[config.mk]
export PLATFORM = sky130hd
export DESIGN_NAME = smooth_l1_loss_mean
export DESIGN_NICKNAME = d
export VERILOG_FILES = /design/src/hdl/slm_pkg.sv /design/src/hdl/slm_front.sv /design/src/hdl/slm_fifo.sv /design/src/hdl/slm_back.sv /design/src/hdl/smooth_l1_loss_mean.sv
export SDC_FILE = /design/constraint.sdc
export NUM_CORES = 2
export LEC_CHECK = 0
export ABC_AREA = 1
export BUFFER_PORTS_ARGS = -buffer_cell sky130_fd_sc_hd__buf_2
export CAP_MARGIN = 20
export CELL_PAD_IN_SITES_DETAIL_PLACEMENT = 1
export CELL_PAD_IN_SITES_GLOBAL_PLACEMENT = 1
export CORE_ASPECT_RATIO = 1.25
export CORE_MARGIN = 3
export CORE_UTILIZATION = 53
export CTS_CLUSTER_SIZE = 10
export DETAILED_ROUTE_END_ITERATION = 8
export PLACE_DENSITY = 0.87
export SLEW_MARGIN = 0
export SYNTH_ARGS = -nofsm -noshare
export SYNTH_HDL_FRONTEND = slang
export SYNTH_SLANG_ARGS = --single-unit
[constraint.sdc]
create_clock -name clk -period 13.55 [get_ports clk]
set_input_delay 0.6775 -clock clk [delete_from_list [all_inputs] [get_ports clk]]
set_output_delay 0.6775 -clock clk [all_outputs]
set_load 0.02 [all_outputs]
[src/hdl/slm_pkg.sv]
// Shared types and constants for the smooth L1 mean loss block.
`default_nettype none
package slm_pkg;

  localparam int unsigned MAX_ELEMENTS_DEF = 65536;
  localparam int unsigned FRAC_BITS_DEF = 16;
  localparam int unsigned BETA_W = 31;
  localparam int unsigned DATA_W = 32;
  localparam int unsigned QDEPTH = 2;

  localparam logic OP_FWD = 1'b0;
  localparam logic OP_GRAD = 1'b1;
  localparam logic KIND_MEAN = 1'b0;
  localparam logic KIND_GRAD = 1'b1;

  typedef struct packed {
    logic opcode;
    logic signed [DATA_W-1:0] prediction;
    logic signed [DATA_W-1:0] target;
    logic signed [DATA_W-1:0] upstream_grad;
    logic last;
  } in_t;

  typedef struct packed {
    logic kind;
    logic signed [DATA_W-1:0] value;
    logic saturated;
  } out_t;

  // Classified item handed from the front to the back.
  typedef struct packed {
    logic op;
    logic last;
    logic quad;
    logic neg;
    logic [DATA_W-1:0] ad;
    logic [DATA_W-1:0] ag;
  } entry_t;

endpackage
`default_nettype wire

[src/hdl/slm_front.sv]
// Front end: takes an item apart into magnitudes, signs and the Huber region.
`default_nettype none
module slm_front (
  input  wire slm_pkg::in_t in_data,
  input  wire [slm_pkg::BETA_W-1:0] beta_eff,
  output slm_pkg::entry_t entry
);
  import slm_pkg::*;

  logic signed [DATA_W:0] d;
  logic [DATA_W:0] ad_full;
  logic [DATA_W:0] ag_full;
  logic g_neg;
  logic d_neg;
  logic d_zero;

  always_comb begin
    d = {in_data.prediction[DATA_W-1], in_data.prediction}
      - {in_data.target[DATA_W-1], in_data.target};
    d_neg = d[DATA_W];
    d_zero = (d == '0);
    ad_full = d_neg ? (~d + 1'b1) : d;
    g_neg = in_data.upstream_grad[DATA_W-1];
    ag_full = g_neg ? (~{1'b1, in_data.upstream_grad} + 1'b1)
                    : {1'b0, in_data.upstream_grad};
    entry.op = in_data.opcode;
    entry.last = in_data.last;
    entry.ad = ad_full[DATA_W-1:0];
    entry.ag = ag_full[DATA_W-1:0];
    entry.quad = (ad_full[DATA_W-1:0] < {1'b0, beta_eff});
    // Outside the quadratic region a zero difference counts as negative.
    entry.neg = entry.quad ? (g_neg != d_neg) : (g_neg != (d_neg | d_zero));
  end

endmodule
`default_nettype wire

[src/hdl/slm_fifo.sv]
// Short queue between the front end and the sequencer.
`default_nettype none
module slm_fifo (
  input  wire clk,
  input  wire rst,
  input  wire push,
  input  wire slm_pkg::entry_t wdata,
  input  wire pop,
  output logic full,
  output logic empty,
  output slm_pkg::entry_t head
);
  import slm_pkg::*;

  localparam int unsigned PTR_W = $clog2(QDEPTH);

  entry_t mem [QDEPTH];
  logic [PTR_W-1:0] wptr;
  logic [PTR_W-1:0] rptr;
  logic [PTR_W:0] fill;
  logic do_push;
  logic do_pop;

  assign full = (fill == QDEPTH[PTR_W:0]);
  assign empty = (fill == '0);
  assign head = mem[rptr];
  assign do_push = push & ~full;
  assign do_pop = pop & ~empty;

  always_ff @(posedge clk) begin
    if (do_push) begin
      mem[wptr] <= wdata;
    end
  end

  always_ff @(posedge clk) begin
    if (rst) begin
      wptr <= '0;
      rptr <= '0;
      fill <= '0;
    end else begin
      if (do_push) begin
        wptr <= (wptr == PTR_W'(QDEPTH - 1)) ? '0 : wptr + 1'b1;
      end
      if (do_pop) begin
        rptr <= (rptr == PTR_W'(QDEPTH - 1)) ? '0 : rptr + 1'b1;
      end
      fill <= fill + {{PTR_W{1'b0}}, do_push} - {{PTR_W{1'b0}}, do_pop};
    end
  end

endmodule
`default_nettype wire

[src/hdl/slm_back.sv]
// Back end: sequencer with a shared multiplier and a bit-serial divider.
`default_nettype none
module slm_back #(
  parameter int unsigned MAX_ELEMENTS = slm_pkg::MAX_ELEMENTS_DEF
) (
  input  wire clk,
  input  wire rst,
  input  wire [slm_pkg::BETA_W-1:0] beta_eff,
  input  wire q_empty,
  input  wire slm_pkg::entry_t q_head,
  output logic q_pop,
  output logic out_valid,
  input  wire out_stall,
  output slm_pkg::out_t out_data
);
  import slm_pkg::*;

  localparam int unsigned CNT_W = $clog2(MAX_ELEMENTS + 1);
  localparam int unsigned W = 64;
  localparam logic [W-1:0] POS_MAX = 64'h0000_0000_7FFF_FFFF;
  localparam logic [W-1:0] NEG_MAX = 64'h0000_0000_8000_0000;

  typedef enum logic [6:0] {
    S_IDLE = 7'b0000001,
    S_MUL  = 7'b0000010,
    S_MUL2 = 7'b0000100,
    S_PREP = 7'b0001000,
    S_DIV  = 7'b0010000,
    S_ACC  = 7'b0100000,
    S_OUT  = 7'b1000000
  } state_t;

  state_t state;
  entry_t ent;
  logic [W-1:0] prod;
  logic [W-1:0] prod2;
  logic [W-1:0] quo;
  logic [W-1:0] rem;
  logic [W-1:0] dvs;
  logic [5:0] dcnt;
  logic div_term;
  logic ovf_hold;
  logic [W-1:0] loss_sum;
  logic [CNT_W-1:0] element_count;
  logic [CNT_W-1:0] pass_count;
  logic overflow_seen;

  logic [DATA_W-1:0] mul_a;
  logic [DATA_W-1:0] mul_b;
  logic [W-1:0] mul_p;
  logic [W:0] rem_sh;
  logic rem_ge;
  logic [W:0] rem_sub;
  logic [DATA_W+1:0] lin;
  logic [W-1:0] term;
  logic [W-1:0] sum_new;
  logic [CNT_W-1:0] cnt_new;
  logic ovf_new;
  logic [CNT_W-1:0] n_mean;
  logic neg_eff;
  logic out_free;
  logic out_load;
  out_t res;

  assign out_free = ~out_valid | ~out_stall;
  assign out_load = (state == S_OUT) & out_free;
  assign q_pop = (state == S_IDLE) & ~q_empty;

  always_comb begin
    mul_a = (state == S_MUL2) ? DATA_W'(pass_count)
          : ((ent.op == OP_GRAD) ? ent.ag : ent.ad);
    mul_b = (state == S_MUL2) ? DATA_W'(beta_eff) : ent.ad;
    mul_p = mul_a * mul_b;
  end

  // One quotient bit per cycle, restoring form.
  always_comb begin
    rem_sh = {rem, quo[W-1]};
    rem_sub = rem_sh - {1'b0, dvs};
    rem_ge = ~rem_sub[W];
  end

  always_comb begin
    lin = ({1'b0, ent.ad, 1'b0} - {3'b000, beta_eff} + 1'b1) >> 1;
    term = ent.quad ? quo : W'(lin);
    if (element_count >= CNT_W'(MAX_ELEMENTS)) begin
      sum_new = loss_sum;
      cnt_new = element_count;
      ovf_new = 1'b1;
    end else begin
      sum_new = loss_sum + term;
      cnt_new = element_count + 1'b1;
      ovf_new = overflow_seen;
    end
    n_mean = (cnt_new == '0) ? CNT_W'(1) : cnt_new;
  end

  always_comb begin
    res.kind = ent.op;
    res.saturated = 1'b0;
    res.value = '0;
    neg_eff = ent.neg & (quo != '0);
    if (ent.op == OP_FWD) begin
      res.kind = KIND_MEAN;
      res.saturated = ovf_hold;
      if (quo > POS_MAX) begin
        res.value = POS_MAX[DATA_W-1:0];
        res.saturated = 1'b1;
      end else begin
        res.value = quo[DATA_W-1:0];
      end
    end else begin
      res.kind = KIND_GRAD;
      if (neg_eff) begin
        if (quo > NEG_MAX) begin
          res.value = NEG_MAX[DATA_W-1:0];
          res.saturated = 1'b1;
        end else begin
          res.value = ~quo[DATA_W-1:0] + 1'b1;
        end
      end else if (quo > POS_MAX) begin
        res.value = POS_MAX[DATA_W-1:0];
        res.saturated = 1'b1;
      end else begin
        res.value = quo[DATA_W-1:0];
      end
    end
  end

  always_ff @(posedge clk) begin
    if (rst) begin
      state <= S_IDLE;
      out_valid <= 1'b0;
      loss_sum <= '0;
      element_count <= '0;
      pass_count <= '0;
      overflow_seen <= 1'b0;
      ovf_hold <= 1'b0;
      div_term <= 1'b0;
      dcnt <= '0;
    end else begin
      out_valid <= out_load | (out_valid & out_stall);
      case (state)
        S_IDLE: begin
          if (!q_empty) begin
            ent <= q_head;
            rem <= '0;
            dcnt <= '0;
            div_term <= 1'b0;
            if (q_head.op == OP_FWD) begin
              div_term <= 1'b1;
              state <= q_head.quad ? S_MUL : S_ACC;
            end else if (pass_count == '0) begin
              quo <= '0;
              state <= S_OUT;
            end else if (q_head.quad) begin
              state <= S_MUL;
            end else begin
              quo <= W'(q_head.ag) + W'(pass_count >> 1);
              dvs <= W'(pass_count);
              state <= S_DIV;
            end
          end
        end
        S_MUL: begin
          prod <= mul_p;
          state <= (ent.op == OP_FWD) ? S_PREP : S_MUL2;
        end
        S_MUL2: begin
          prod2 <= mul_p;
          state <= S_PREP;
        end
        S_PREP: begin
          if (ent.op == OP_FWD) begin
            quo <= prod + W'(beta_eff);
            dvs <= W'(beta_eff) << 1;
          end else begin
            quo <= prod + (prod2 >> 1);
            dvs <= prod2;
          end
          rem <= '0;
          dcnt <= '0;
          state <= S_DIV;
        end
        S_DIV: begin
          rem <= rem_ge ? rem_sub[W-1:0] : rem_sh[W-1:0];
          quo <= {quo[W-2:0], rem_ge};
          dcnt <= dcnt + 1'b1;
          if (dcnt == 6'd63) begin
            state <= div_term ? S_ACC : S_OUT;
          end
        end
        S_ACC: begin
          if (ent.last) begin
            // Close the pass and start the mean division.
            quo <= sum_new + W'(n_mean >> 1);
            dvs <= W'(n_mean);
            rem <= '0;
            dcnt <= '0;
            div_term <= 1'b0;
            ovf_hold <= ovf_new;
            pass_count <= cnt_new;
            loss_sum <= '0;
            element_count <= '0;
            overflow_seen <= 1'b0;
            state <= S_DIV;
          end else begin
            loss_sum <= sum_new;
            element_count <= cnt_new;
            overflow_seen <= ovf_new;
            state <= S_IDLE;
          end
        end
        S_OUT: begin
          if (out_free) begin
            state <= S_IDLE;
          end
        end
        default: begin
          state <= S_IDLE;
        end
      endcase
    end
  end

  always_ff @(posedge clk) begin
    if (out_load) begin
      out_data <= res;
    end
  end

endmodule
`default_nettype wire

[src/hdl/smooth_l1_loss_mean.sv]
// Smooth L1 loss with mean reduction and per-element gradient, top level.
//
// Items enter on in_valid/in_stall with an in_t payload; a transfer happens
// when in_valid is high and in_stall is low. Results leave on
// out_valid/out_stall with an out_t payload. The beta register is written
// through cfg_we/cfg_wdata; the user must write it only while the block is
// idle, which the block does not enforce; a beta of zero acts as one LSB. A
// two-entry queue decouples the front end from the sequencer, which handles
// one item at a time: a forward element is accumulated at once in the linear
// region and after multiply, prep and divide in the quadratic one; a closing
// element adds the mean division and the output load. A gradient runs divide
// and output (two multiplies and prep first when quadratic), or only output
// before any pass has closed. The shared bit-serial divider makes one quotient
// bit per cycle over 64 bits. Synchronous reset clears the sum, counts, queue
// and output and sets beta to 1.0. A stalled result holds in the output
// register; the sequencer waits, and the queue fills before in_stall rises.
`default_nettype none
module smooth_l1_loss_mean #(
  parameter int unsigned MAX_ELEMENTS = slm_pkg::MAX_ELEMENTS_DEF,
  parameter int unsigned FRAC_BITS = slm_pkg::FRAC_BITS_DEF
) (
  input  wire clk,
  input  wire rst,
  input  wire in_valid,
  output logic in_stall,
  input  wire slm_pkg::in_t in_data,
  output logic out_valid,
  input  wire out_stall,
  output slm_pkg::out_t out_data,
  input  wire cfg_we,
  input  wire [slm_pkg::BETA_W-1:0] cfg_wdata
);
  import slm_pkg::*;

  logic [BETA_W-1:0] beta;
  logic [BETA_W-1:0] beta_eff;
  entry_t fe_entry;
  entry_t q_head;
  logic q_full;
  logic q_empty;
  logic q_pop;

  always_ff @(posedge clk) begin
    if (rst) begin
      beta <= BETA_W'(1) << FRAC_BITS;
    end else if (cfg_we) begin
      beta <= cfg_wdata;
    end
  end

  assign beta_eff = (beta == '0) ? BETA_W'(1) : beta;
  assign in_stall = q_full;

  slm_front u_front (
    .in_data  (in_data),
    .beta_eff (beta_eff),
    .entry    (fe_entry)
  );

  slm_fifo u_fifo (
    .clk   (clk),
    .rst   (rst),
    .push  (in_valid),
    .wdata (fe_entry),
    .pop   (q_pop),
    .full  (q_full),
    .empty (q_empty),
    .head  (q_head)
  );

  slm_back #(
    .MAX_ELEMENTS (MAX_ELEMENTS)
  ) u_back (
    .clk       (clk),
    .rst       (rst),
    .beta_eff  (beta_eff),
    .q_empty   (q_empty),
    .q_head    (q_head),
    .q_pop     (q_pop),
    .out_valid (out_valid),
    .out_stall (out_stall),
    .out_data  (out_data)
  );

endmodule
`default_nettype wire

==> summary.md <==
| Metric | Value |
|---|---|
| Synthesized instance count | `11394` |
| Starting Density | `53.38%` |
| Synth area leader | `fa_1` |
| Drt via density | `6.363` |
| CORE AREA | `0.1621 sq mm` |
| Period Utilization, post-route | `84.26%` |
| Footprint of the multi-input gates | `0.05707 sq mm` |
| Sequential fraction of the synthesis area | `22.86%` |
| Largest net degree at the start of global routing | `92` |
| Synth Flop Type | `edfxtp_1` |
| Setup TNS | `0 ns` |
| Class of the worst hold path | `primary input to flip-flop` |
| Crit path largest cell delay | `1.33 ns` |
| Worst Hold End | `u_fifo.mem[1][67]$_DFFE_PP_` |
| Outcome | `finished, final reports clean` |
| Area delta synth->final | `7.572%` |
| Die ar. | `0.1681 sq mm` |
| DR top layer | `met5` |
| Drt total wl | `431.5 mm` |
| Maximum clock path buffer count | `3` |
| Fillers | `20317` |
| FF+latch count, synth | `709` |
| Detail Route met3 WL | `46.39 mm` |
| First-pass iteration count of the detailed router | `9` |
| Root Driver | `clkbuf_16` |
| Number of buffers created by CTS | `87` |
| GPL Wtd Cong | `1.114` |
| WP data required | `13.99 ns` |
| Met1 wire length | `139.5 mm` |
| Layout Skew | `0.06895 ns` |
| Initial antenna violation count | `51` |
| Final Hold Viols | `0` |
| Crit end category | `flip-flop` |
| Critical Path Source Type | `flip-flop` |
| WHS Path Cells | `1` |
| Crit path time final | `11.42 ns` |
| Reg2Reg Depth | `29` |
| Number of setup violations in the final report | `0` |
| Gr usage total | `50.67%` |
| DR WL met2 | `191.1 mm` |
| Share of cells above drive strength 1 | `6.360%` |
| Share of the synthesized area in the top cell type | `20.90%` |
| Worst-path fanout max | `50` |
| Hold buffers post-CTS | `0` |
| RSZ-0062 raised after global routing | `false` |
| Post-DR wirelength/cell | `31.32 microns` |
| First-pass GRT wire length | `620.5 mm` |
| Yosys synthesis warning count | `0` |
| CTS tree | `done` |
| Post-synth EDFFs | `558` |
| Clock Latency Late Sink | `0.77 ns` |
| Grt total ovfl | `0` |
| Actual slew at the worst max-slew pin | `1.321 ns` |
| Residual DRC count | `0` |
| Htree depth | `3` |
| DRT antenna net count | `0` |
| Syn_area_per_cell | `7.592 sq um` |
| Die height | `457.7 microns` |
| Synth cell count leaders | `2442 x nand2_1, 2259 x inv_1, 1341 x nor2_1, 903 x fa_1, 681 x a21oi_1` |
| Net count, final | `13170` |
| R2R Path End | `u_back.prod[62]$_DFFE_PP_` |
| Slew HR | `11.62%` |
| R2r setup slk | `2.13 ns` |
| Vias in the first global route | `93859` |
| Fin. max-slew vios | `0` |
| CP dominant cell by count | `fa_1` |
| Mapped cell area | `0.08651 sq mm` |
| Num rows | `165` |
| Post-Syn Nets | `13051` |
| Die Width | `367.4 microns` |
| Count leader, synth | `nand2_1` |
| Cts repair resizes | `0` |
| RR Startpoint | `u_back.ent[67]$_DFFE_PP_` |
| Fmax | `0.08759 GHz` |
| Hold path start | `in_data[97]` |
| Post-synthesis cell type count | `76` |
| Clock-pin slew on the worst setup and hold paths | `0.06 ns` |
| Synth async-reset ratio | `0%` |
| Slowest CP cell | `clkinv_1` |
| Clock sinks | `709` |
| 1st-iter DRT viols | `9707` |
| DR vias | `87675` |
| Synth top area cells | `fa_1 21%, edfxtp_1 19%, nand2_1 11%` |
| Maxcap violations | `0` |
| DPL Wire Length | `341.0 mm` |
| Post-CTS Setup Bufs | `0` |
| I/O Pins | `170` |
| CP Data Arrival Time | `11.86 ns` |
| Seq. cell area | `0.01978 sq mm` |
| # port buffers | `169` |
| Setup CP Type | `flip-flop to flip-flop` |
how the worst max path moves through the flow:
stage                                            end                         start  slack, ns  depth (start not counted)
final                      u_back.prod[62]$_DFFE_PP_      u_back.ent[67]$_DFFE_PP_       2.13                         29
after global routing       u_back.prod[58]$_DFFE_PP_  u_back.state[6]$_SDFFE_PP0P_       1.93                         33
after CTS                  u_back.prod[62]$_DFFE_PP_      u_back.ent[67]$_DFFE_PP_       2.51                         29
after detailed placement  u_back.prod2[58]$_DFFE_PP_      u_back.ent[67]$_DFFE_PP_       2.55                         29
after global placement    u_back.prod2[41]$_DFFE_PP_      u_back.ent[67]$_DFFE_PP_       3.02                         30
after floorplan           u_back.prod2[62]$_DFFE_PP_  u_back.state[6]$_SDFFE_PP0P_       5.31                         34
critical path, delay by kind of cell, from the launching register on:
family,cells,cell delay (ns)
fa+ha+maj,9,4.34
buf+inv,6,2.35
compound gates,7,2.07
simple gates,6,1.69
flops,1,0.37
xor+xnor,1,0.20
metal layers:
metal	vias to the layer above	track usage, %
met5	-	0.3444
met4	38	49.79
met3	2583	15.27
met2	6028	79.61
met1	42803	53.57
li1	36223	-
cell usage in the layout, fill, tap and decap left out, drive strengths merged, types with 27 or more instances in the layout:
cell    instances
clkinv         36
xnor2          74
a31oi         119
ha            620
inv          2284
mux2           50
nand2        2475
dfxtp         151
nor2         1388
o22ai          28
edfxtp        558
o21a           28
diode          35
clkbuf        126
nand4          92
nor3           96
nand3         389
buf           325
o21ai         596
a21oi         694
a21boi         27
nor4           40
fa            903
or2            59
xor2          172
cell type report:
class | instances | share of cell area, %
antenna | 35 | 0.09412
tap | 2171 | 2.919
multi-input combinational | 8087 | 61.33
clock buffer | 123 | 2.518
sequential | 709 | 21.26
timing repair buffer | 328 | 2.255
clock inverter | 25 | 0.3442
inverter | 2300 | 9.280
state kept, by name, indices dropped and copies added, names as in the netlist, 2 cells and up, named ones only:
| signal | count |
|---|---|
| u_back.ent | 68 |
| u_back.dcnt | 6 |
| u_fifo.mem | 136 |
| u_back.dvs | 64 |
| beta | 31 |
| u_back.loss_sum | 64 |
| u_back.prod2 | 64 |
| u_back.prod | 64 |
| u_fifo.fill | 2 |
| u_back.quo | 64 |
| u_back.element_count | 17 |
| u_back.out_data | 34 |
| u_back.state | 7 |
| u_back.pass_count | 17 |
| u_back.rem | 64 |
kinds of logic (layout without fill, tap and decap cells):
family | after synthesis | after routing | synth area share, %
XOR/XNOR | 246 | 246 | 2.499
adder cells (fa/ha/maj) | 1523 | 1523 | 29.86
other | 0 | 35 | 0
buffers and inverters | 2598 | 2776 | 11.37
AND/OR/NAND/NOR | 4581 | 4581 | 21.79
flip-flops | 709 | 709 | 22.86
multiplexers | 52 | 52 | 0.6740
AO/OA/AOI/OAI | 1685 | 1685 | 10.94
per-stage QoR:
stage                     instances  hold WS (ns)  worst slack (ns)  util (%)  instance area [sq um]
after floorplan               11394        0.4258             5.314         -                  86510
after global placement        13578        0.4249             3.021     55.59                  90090
after detailed placement      13582        0.4475             2.547     55.61                  90120
after CTS                     13730       0.09296             2.512     57.25                  92780
after global routing          13748        0.1163             1.932     57.37                  92980
final                         13778        0.1206             2.133     57.42                  93060
Power is left out: the tool's default activity adds up to more than one toggle a clock period on the data nets, which glitch-free logic cannot reach.
